`src/design/rttcs_pkg.sv`:
```
// ----------------------------------------------------------------------------
// rttcs_pkg: shared definitions for the RTT table centdian score block
// Table geometry, fixed-point constants, action codes and the control struct
// of the shared multiply-accumulate unit.
// ----------------------------------------------------------------------------
package rttcs_pkg;

	// Table geometry.
	localparam int PEER_SLOTS = 64;
	localparam int IDX_W      = $clog2(PEER_SLOTS);
	localparam int CNT_W      = $clog2(PEER_SLOTS + 1);

	// Fixed-point widths.
	localparam int W_W    = 17;
	localparam int VAL_W  = 32;
	localparam int PROD_W = W_W + VAL_W;
	localparam int ACC_W  = 58;
	localparam int SCORE_W = 33;
	localparam logic [W_W-1:0] ONE_Q16 = 17'd65536;

	// Configuration register indexes.
	localparam logic [1:0] REG_SMOOTHING = 2'd0;
	localparam logic [1:0] REG_CENTER    = 2'd1;
	localparam logic [1:0] REG_QUEUE     = 2'd2;

	// Input action codes.
	typedef enum logic [1:0] {
		ACT_UPDATE = 2'd0,
		ACT_CLEAR  = 2'd1,
		ACT_SCORE  = 2'd2,
		ACT_NONE   = 2'd3
	} action_t;

	// Alignment of the product before it is accumulated.
	typedef enum logic [1:0] {
		SH_0  = 2'd0,
		SH_8  = 2'd1,
		SH_16 = 2'd2,
		SH_NA = 2'd3
	} mac_shift_t;

	typedef struct packed {
		logic       en;
		logic       clear;
		mac_shift_t shift;
	} mac_ctl_t;

	// Saturate a Q1.16 weight to one.
	function automatic logic [W_W-1:0] clamp_q16(input logic [W_W-1:0] w);
		return (w > ONE_Q16) ? ONE_Q16 : w;
	endfunction

endpackage

```
`src/design/rttcs_mac.sv`:
```
// ----------------------------------------------------------------------------
// rttcs_mac: shared multiply-accumulate unit
// One 17 x 32 bit multiplier whose product is aligned and added into a
// wide accumulator, one product per cycle under sequencer control.
// ----------------------------------------------------------------------------
module rttcs_mac (
	input  logic                              clk,
	input  logic                              arst_n,
	input  rttcs_pkg::mac_ctl_t               ctl,
	input  logic [rttcs_pkg::W_W-1:0]         op_a,
	input  logic [rttcs_pkg::VAL_W-1:0]       op_b,
	output logic [rttcs_pkg::ACC_W-1:0]       acc
);

	logic [rttcs_pkg::PROD_W-1:0] prod;
	logic [rttcs_pkg::ACC_W-1:0]  prod_al;
	logic [rttcs_pkg::ACC_W-1:0]  acc_q;

	// Multiply and align the product.
	always_comb begin
		prod = rttcs_pkg::PROD_W'(op_a) * rttcs_pkg::PROD_W'(op_b);
		case (ctl.shift)
			rttcs_pkg::SH_0:  prod_al = rttcs_pkg::ACC_W'(prod);
			rttcs_pkg::SH_8:  prod_al = rttcs_pkg::ACC_W'(prod) << 8;
			rttcs_pkg::SH_16: prod_al = rttcs_pkg::ACC_W'(prod) << 16;
			default:          prod_al = '0;
		endcase
	end

	// Accumulate, or start a fresh sum.
	always_ff @(posedge clk or negedge arst_n) begin
		if (!arst_n) begin
			acc_q <= '0;
		end else if (ctl.clear) begin
			acc_q <= prod_al;
		end else if (ctl.en) begin
			acc_q <= acc_q + prod_al;
		end
	end

	assign acc = acc_q;

endmodule

```
`config.mk`:
```
export PLATFORM = sky130hd
export DESIGN_NAME = rttcs_mac
export DESIGN_NICKNAME = d
export VERILOG_FILES = /design/src/design/rttcs_pkg.sv /design/src/design/rttcs_mac.sv
export SDC_FILE = /design/constraint.sdc
export NUM_CORES = 2
export LEC_CHECK = 0
export ABC_AREA = 1
export BUFFER_PORTS_ARGS = -buffer_cell sky130_fd_sc_hd__buf_2
export CAP_MARGIN = 20
export CORE_ASPECT_RATIO = 1.5
export CORE_MARGIN = 3
export CORE_UTILIZATION = 50
export CTS_CLUSTER_DIAMETER = 100
export DETAILED_ROUTE_END_ITERATION = 7
export PLACE_DENSITY = 0.67
export SLEW_MARGIN = 15
export SYNTH_ARGS = -nofsm -noshare
export SYNTH_HDL_FRONTEND = slang
export SYNTH_SLANG_ARGS = --single-unit
```
`constraint.sdc`:
```
create_clock -name clk -period 2.1 [get_ports clk]
set_input_delay 0.315 -clock clk [delete_from_list [all_inputs] [get_ports clk]]
set_output_delay 0.315 -clock clk [all_outputs]
set_load 0.03 [all_outputs]
```
# Word level (Yosys, flattened, before mapping)
# Cells that the tools add are included.
totals:
  regBits: 58
  inputBits: 55
  out_inout_bits: 58
  elab_cells: 10
op_classes:
  add_sub_neg: 1
  n_mul: 1
  n_eq_ne: 2
  muxes: 3
  reduce_logical: 2
op_table:
  columns: ["operator", "count"]
  rows:
  - ["$pmux W58 S3", 1]
  - ["$mux W58", 2]
  - ["$add A58 B58 Y58", 1]
  - ["$mul A17 B32 Y49", 1]
  - ["$eq A2 B1 Y1 const B", 1]
  - ["$eq A2 B2 Y1 const B", 1]
  - ["$logic_not A2 Y1", 1]
  - ["$reduce_bool A2 Y1", 1]

# Depth between registers and ports, before layout
logic_depth:
  ltp_word: 5
  mapped_depth: 47
  ltp_nobuf: 45

# Worst setup path after synthesis
# No wires, ideal clock.
synth_timing:
  path_type: "input -> register"
  start: "input op_b[25] (netlist name)"
  end: "register acc_q (netlist bit acc[57])"
  setup_time_ns: 0.118
  arrival_time_ns: 6.807
  required_ns: 1.982
  setup_slack_ns: -4.824
  stages: 42
  n_path_buf: 2
  path_cell_list: "clkbuf_1 -> clkbuf_1 -> nand2_1 -> fa_1 -> inv_1 -> fa_1 -> inv_1 -> fa_1 -> inv_1 -> fa_1 -> fa_1 -> inv_1 -> fa_1 -> inv_1 -> ha_1 -> nand2_1 -> nor2_1 -> inv_1 -> [... 6 more ...] -> nand3_1 -> nand2_1 -> inv_1 -> nand2_1 -> ha_1 -> nand2_1 -> nor2_1 -> inv_1 -> nor2_2 -> nand2_1 -> nor3b_2 -> nand2_1 -> nand3_1 -> nand2_1 -> nor2_1 -> nand2_1 -> nand3_1 -> nand2_1"
synth_between:
  elab_chain_cells: 5
synth_lines:
  columns: ["item", "line_no", "rtl"]
  rows:
  - ["start: declaration", "rttcs_mac.sv:11", "input logic [rttcs_pkg::VAL_W-1:0] op_b,"]
  - ["$mul A17 B32 Y49 (*)", "rttcs_mac.sv:21", "prod = rttcs_pkg::PROD_W'(op_a) * rttcs_pkg::PROD_W'(op_b);"]
  - ["$pmux W58 S3 (*)", "rttcs_mac.sv:22", "case (ctl.shift)"]
  - ["$add A58 B58 Y58", "rttcs_mac.sv:37", "acc_q <= acc_q + prod_al;"]
  - ["$mux W58", "rttcs_mac.sv:36", "end else if (ctl.en) begin"]
  - ["$mux W58 (*)", "rttcs_mac.sv:34", "end else if (ctl.clear) begin"]
  - ["end signal: assignment", "rttcs_mac.sv:35", "acc_q <= prod_al;"]
  - ["end signal: assignment", "rttcs_mac.sv:37", null]
  - ["end: declaration", "rttcs_mac.sv:17", "logic [rttcs_pkg::ACC_W-1:0] acc_q;"]
# Every way passes the cells marked *; elsewhere a longest branch is shown, timed or not. The select of a mux whose other input is x is not followed.
# A chain may end at the register's enable or synchronous reset.

# Worst setup path in the final report
layout_timing:
  start: "input op_a[9] (netlist name)"
  end: "register acc_q (netlist bit acc[37])"
layout_between:
  elab_chain_cells: 5
layout_lines:
  columns: ["item", "line_no", "rtl"]
  rows:
  - ["start: declaration", "rttcs_mac.sv:10", "input logic [rttcs_pkg::W_W-1:0] op_a,"]
  - ["$mul A17 B32 Y49 (*)", "rttcs_mac.sv:21", null]
  - ["$pmux W58 S3 (*)", "rttcs_mac.sv:22", null]
  - ["$add A58 B58 Y58", "rttcs_mac.sv:37", null]
  - ["$mux W58", "rttcs_mac.sv:36", null]
  - ["$mux W58 (*)", "rttcs_mac.sv:34", null]
# Marked as above.

==> summary.txt <==
Outcome
  • Status: finished, violations left
  • Failing checks: setup timing

Worst setup path
  • Critical path type: in -> reg
  • Crit. End Element: flop
  • Worst Path Arrival: roughly 7.3 ns
  • CP most frequent cell: fa_1
  • Nature of the critical path startpoint: primary input
  • Crit Path Max Fanout: 18
  • CP Data Required Time: approximately 2.4 ns
  • Max stage delay cell, worst path: fa_1
  • Slowest stage delay, CP: roughly 0.59 ns

Floorplanning
  • IO Pins: between 100 and 150
  • DIE HEIGHT: ~290 um
  • Initial core utilization: between 50% and 60%
  • Row count: about 100
  • Die ar.: 55,800 sq um
  • Chip width: approximately 190 um
  • CORE AREA: about 52,000 sq um

CTS
  • Total CTS buffers: 9
  • Root buffer cell: clkbuf_16
  • CTS Buffer Depth: 2
  • Clock latency on the worst-skew pair: around 0.38 ns
  • Clk pin slew, worst setup/hold paths: ~0.06 ns
  • CTS tree: done
  • CTS sink count: 58
  • CTS H-tree depth: 3

Final layout
  • Final nets: about 5,500
  • Max reg flops: between 50 and 60
  • Cell area after layout: about 41,000 sq um
  • Post-Layout Cell Count: approximately 5,500
  • Area growth syn-to-layout: 54.3%
  • Final Util: between 70% and 80%
  • # fillers: around 3,600
  • Share of post-route cells with drive strength above 1: 40.8%
  • Total inserted antenna cells: 0

Hold path
  • Hold WC Path Type: in -> reg

Timing
  • # setup viols final: 55
  • Min Tclk post-route: 7.07 ns
  • Worst Tran Pin Value: between 0.7 and 0.8 ns
  • Fin. max-slew vios: 0
  • Fmax: 141 MHz
  • Worst Slack Setup Final: -4.97 ns
  • RSZ-0062 raised after global routing: yes
  • Tcrit/Tclk final: 337%
  • Hold Fails Final Rpt: 0
  • Relative slew slack: between 50% and 60%
  • Worst clock skew: 0.0114 ns

Placed design
  • Post-DP HPWL: ~84,000 um
  • Count of buffers from port buffering: approximately 110
  • Inst Count DP: around 5,300
  • GPL Wtd Cong: about 1.0
  • Post-Place Setup Slack: -5.83 ns
  • Cell Area, Placed: about 34,000 sq um

Route
  • Metal2 WL: ~56,000 um
  • Final wirelength: ~110,000 um
  • Wire length on met3: ~5700 um
  • Vias: 29,500
  • Vias per cell: 5.37
  • Iter 0 DRT Violations: approximately 1,800
  • Average wire per standard cell: around 20 um
  • # DRC: 0
  • Final ANT Viol Nets: 0
  • Max Used Layer: met4
  • DR pass1 iterations: 6
  • M1 WL: around 36,000 um

GRT
  • Global Route Usage Sum: 38.0%
  • Initial antenna violation count: 0
  • Vias in the first global route: between 30,000 and 40,000
  • Gr ovfl total: 0
  • Largest net degree at the start of global routing: 59
  • First-pass GRT wire length: between 150,000 and 200,000 um

Logic synthesis
  • Yosys Warn Count: 0
  • Yosys reg bits: 58
  • Prevailing post-synth register cell: dfrtp_1
  • Sequential fraction of the synthesis area: about 5.5%
  • EDFF count, synth: 0
  • Post-Syn Area: ~26,000 sq um
  • Syn Nets: about 4,700
  • Asr flop ratio synth: 100%
  • Mapped Avg Cell Area: between 6 and 7 sq um
  • Synth unique cells: 44
  • Gate count of the mapped netlist: about 4,000

Flow run
  • Maxcap violations: 0
per-layer routing:
metal / vias up / global-route usage [%]
met3: 556 / 3.91
met4: 0 / 30.2
met2: 1290 / 70.6
li1: 13400 / -
met1: 14300 / 38.6
met5: - / 0
area by class of cell:
cell class / instances / area [sq um] / share of cell area (%)
sequential: 58 / 1450 / 3.56
timing repair buffer: 941 / 8050 / 19.7
tap: 676 / 846 / 2.07
inverter: 1027 / 3880 / 9.51
multi-input combinational: 2776 / 26300 / 64.5
clock buffer: 13 / 260 / 0.638
synth_stat cells (2+ instances only):
| cell type | n | share of area [%] |
|---|---|---|
| xor2_1 | 21 | 0.70 |
| nand3_2 | 8 | 0.30 |
| nand4_1 | 23 | 0.54 |
| a21oi_2 | 2 | 0.066 |
| ha_1 | 180 | 8.5 |
| nor2_1 | 208 | 3.0 |
| and2_4 | 2 | 0.066 |
| inv_1 | 1027 | 15 |
| nor3_1 | 14 | 0.26 |
| o211ai_1 | 8 | 0.23 |
| a31oi_1 | 2 | 0.047 |
| nand2_1 | 1306 | 19 |
| fa_1 | 450 | 34 |
| a21oi_1 | 127 | 2.4 |
| a21o_1 | 3 | 0.085 |
| nand2_2 | 6 | 0.14 |
| o21ai_2 | 2 | 0.066 |
| and2_1 | 6 | 0.14 |
| o21ai_1 | 5 | 0.095 |
| o221ai_1 | 4 | 0.13 |
| or2_2 | 14 | 0.33 |
| nor3_2 | 2 | 0.076 |
| o211ai_2 | 4 | 0.19 |
| nor2_2 | 3 | 0.071 |
| buf_2 | 10 | 0.19 |
| xnor2_1 | 7 | 0.23 |
| o22ai_1 | 9 | 0.21 |
| dfrtp_1 | 58 | 5.5 |
| clkbuf_1 | 133 | 1.9 |
| nand3b_1 | 16 | 0.45 |
| o21ai_0 | 70 | 1.3 |
| nor4_1 | 2 | 0.047 |
| o21a_1 | 2 | 0.057 |
| o21bai_1 | 23 | 0.65 |
| o221ai_2 | 2 | 0.11 |
| or2_1 | 4 | 0.095 |
| a22oi_1 | 3 | 0.085 |
| nand3_1 | 233 | 4.4 |
path summary, 6_finish.rpt:
check | start | end | slack [ns] | cells past startpoint
max | op_a[9] | acc[37] | -4.97 | 39
min reg2reg | acc[57] | acc[57] | 0.54 | 2
min in group asynchronous | arst_n | acc[11] | 0.51 | 3
max reg2reg | acc[0] | acc[46] | -0.47 | 17
max in group asynchronous | arst_n | acc[40] | 1.24 | 3
min | ctl[3] | acc[48] | 0.49 | 7
critical path: cells and delay by family:
kind                     cells  cell delay, ns
AND/OR/NAND/NOR             18            1.67
AO/OA/AOI/OAI                1            0.13
adder cells (fa/ha/maj)      8            3.96
buffers and inverters       12            1.22
cells in the final DEF (no fill, tap or decap), types with 41 or more instances in the layout:
master,count
nand3_2,90
nand2_4,101
dfrtp_1,58
ha_4,89
a21oi_2,51
inv_2,97
nand3_1,126
nand2_2,205
nor2_4,103
buf_2,68
inv_1,920
nand2_1,1000
nor2_1,67
fa_1,424
a21oi_4,49
buf_6,132
ha_1,87
buf_4,687
nor2_2,41
metrics by stage:
stage	hold WS (ns)	setup TNS, ns
after floorplan	0.0194	-210.94
after global placement	0.366	-281.60
after detailed placement	0.371	-283.84
after CTS	0.482	-231.42
after global routing	0.516	-251.64
final	0.495	-240.09
cells by family after synthesis:
family          after synthesis  synth area share (%)
buf+inv                    1171                  16.7
flops                        58                  5.49
simple gates               1850                  28.5
fa+ha+maj                   630                  42.6
compound gates              268                  5.82
xor+xnor                     28                 0.927
what timing repair did:
action / CTS / global route
gates resized for setup: 882 / 357
gates cloned: 7 / 1
endpoints found under the setup margin: 56 / 56
pin swaps: 295 / 256
hold buffers: 1 / 0
setup buffers: 104 / 53
endpoints found under the hold margin: 33 / 0
Power is not shown: default switching activity piles up to over one toggle a cycle in this logic, so the estimate is an artifact.
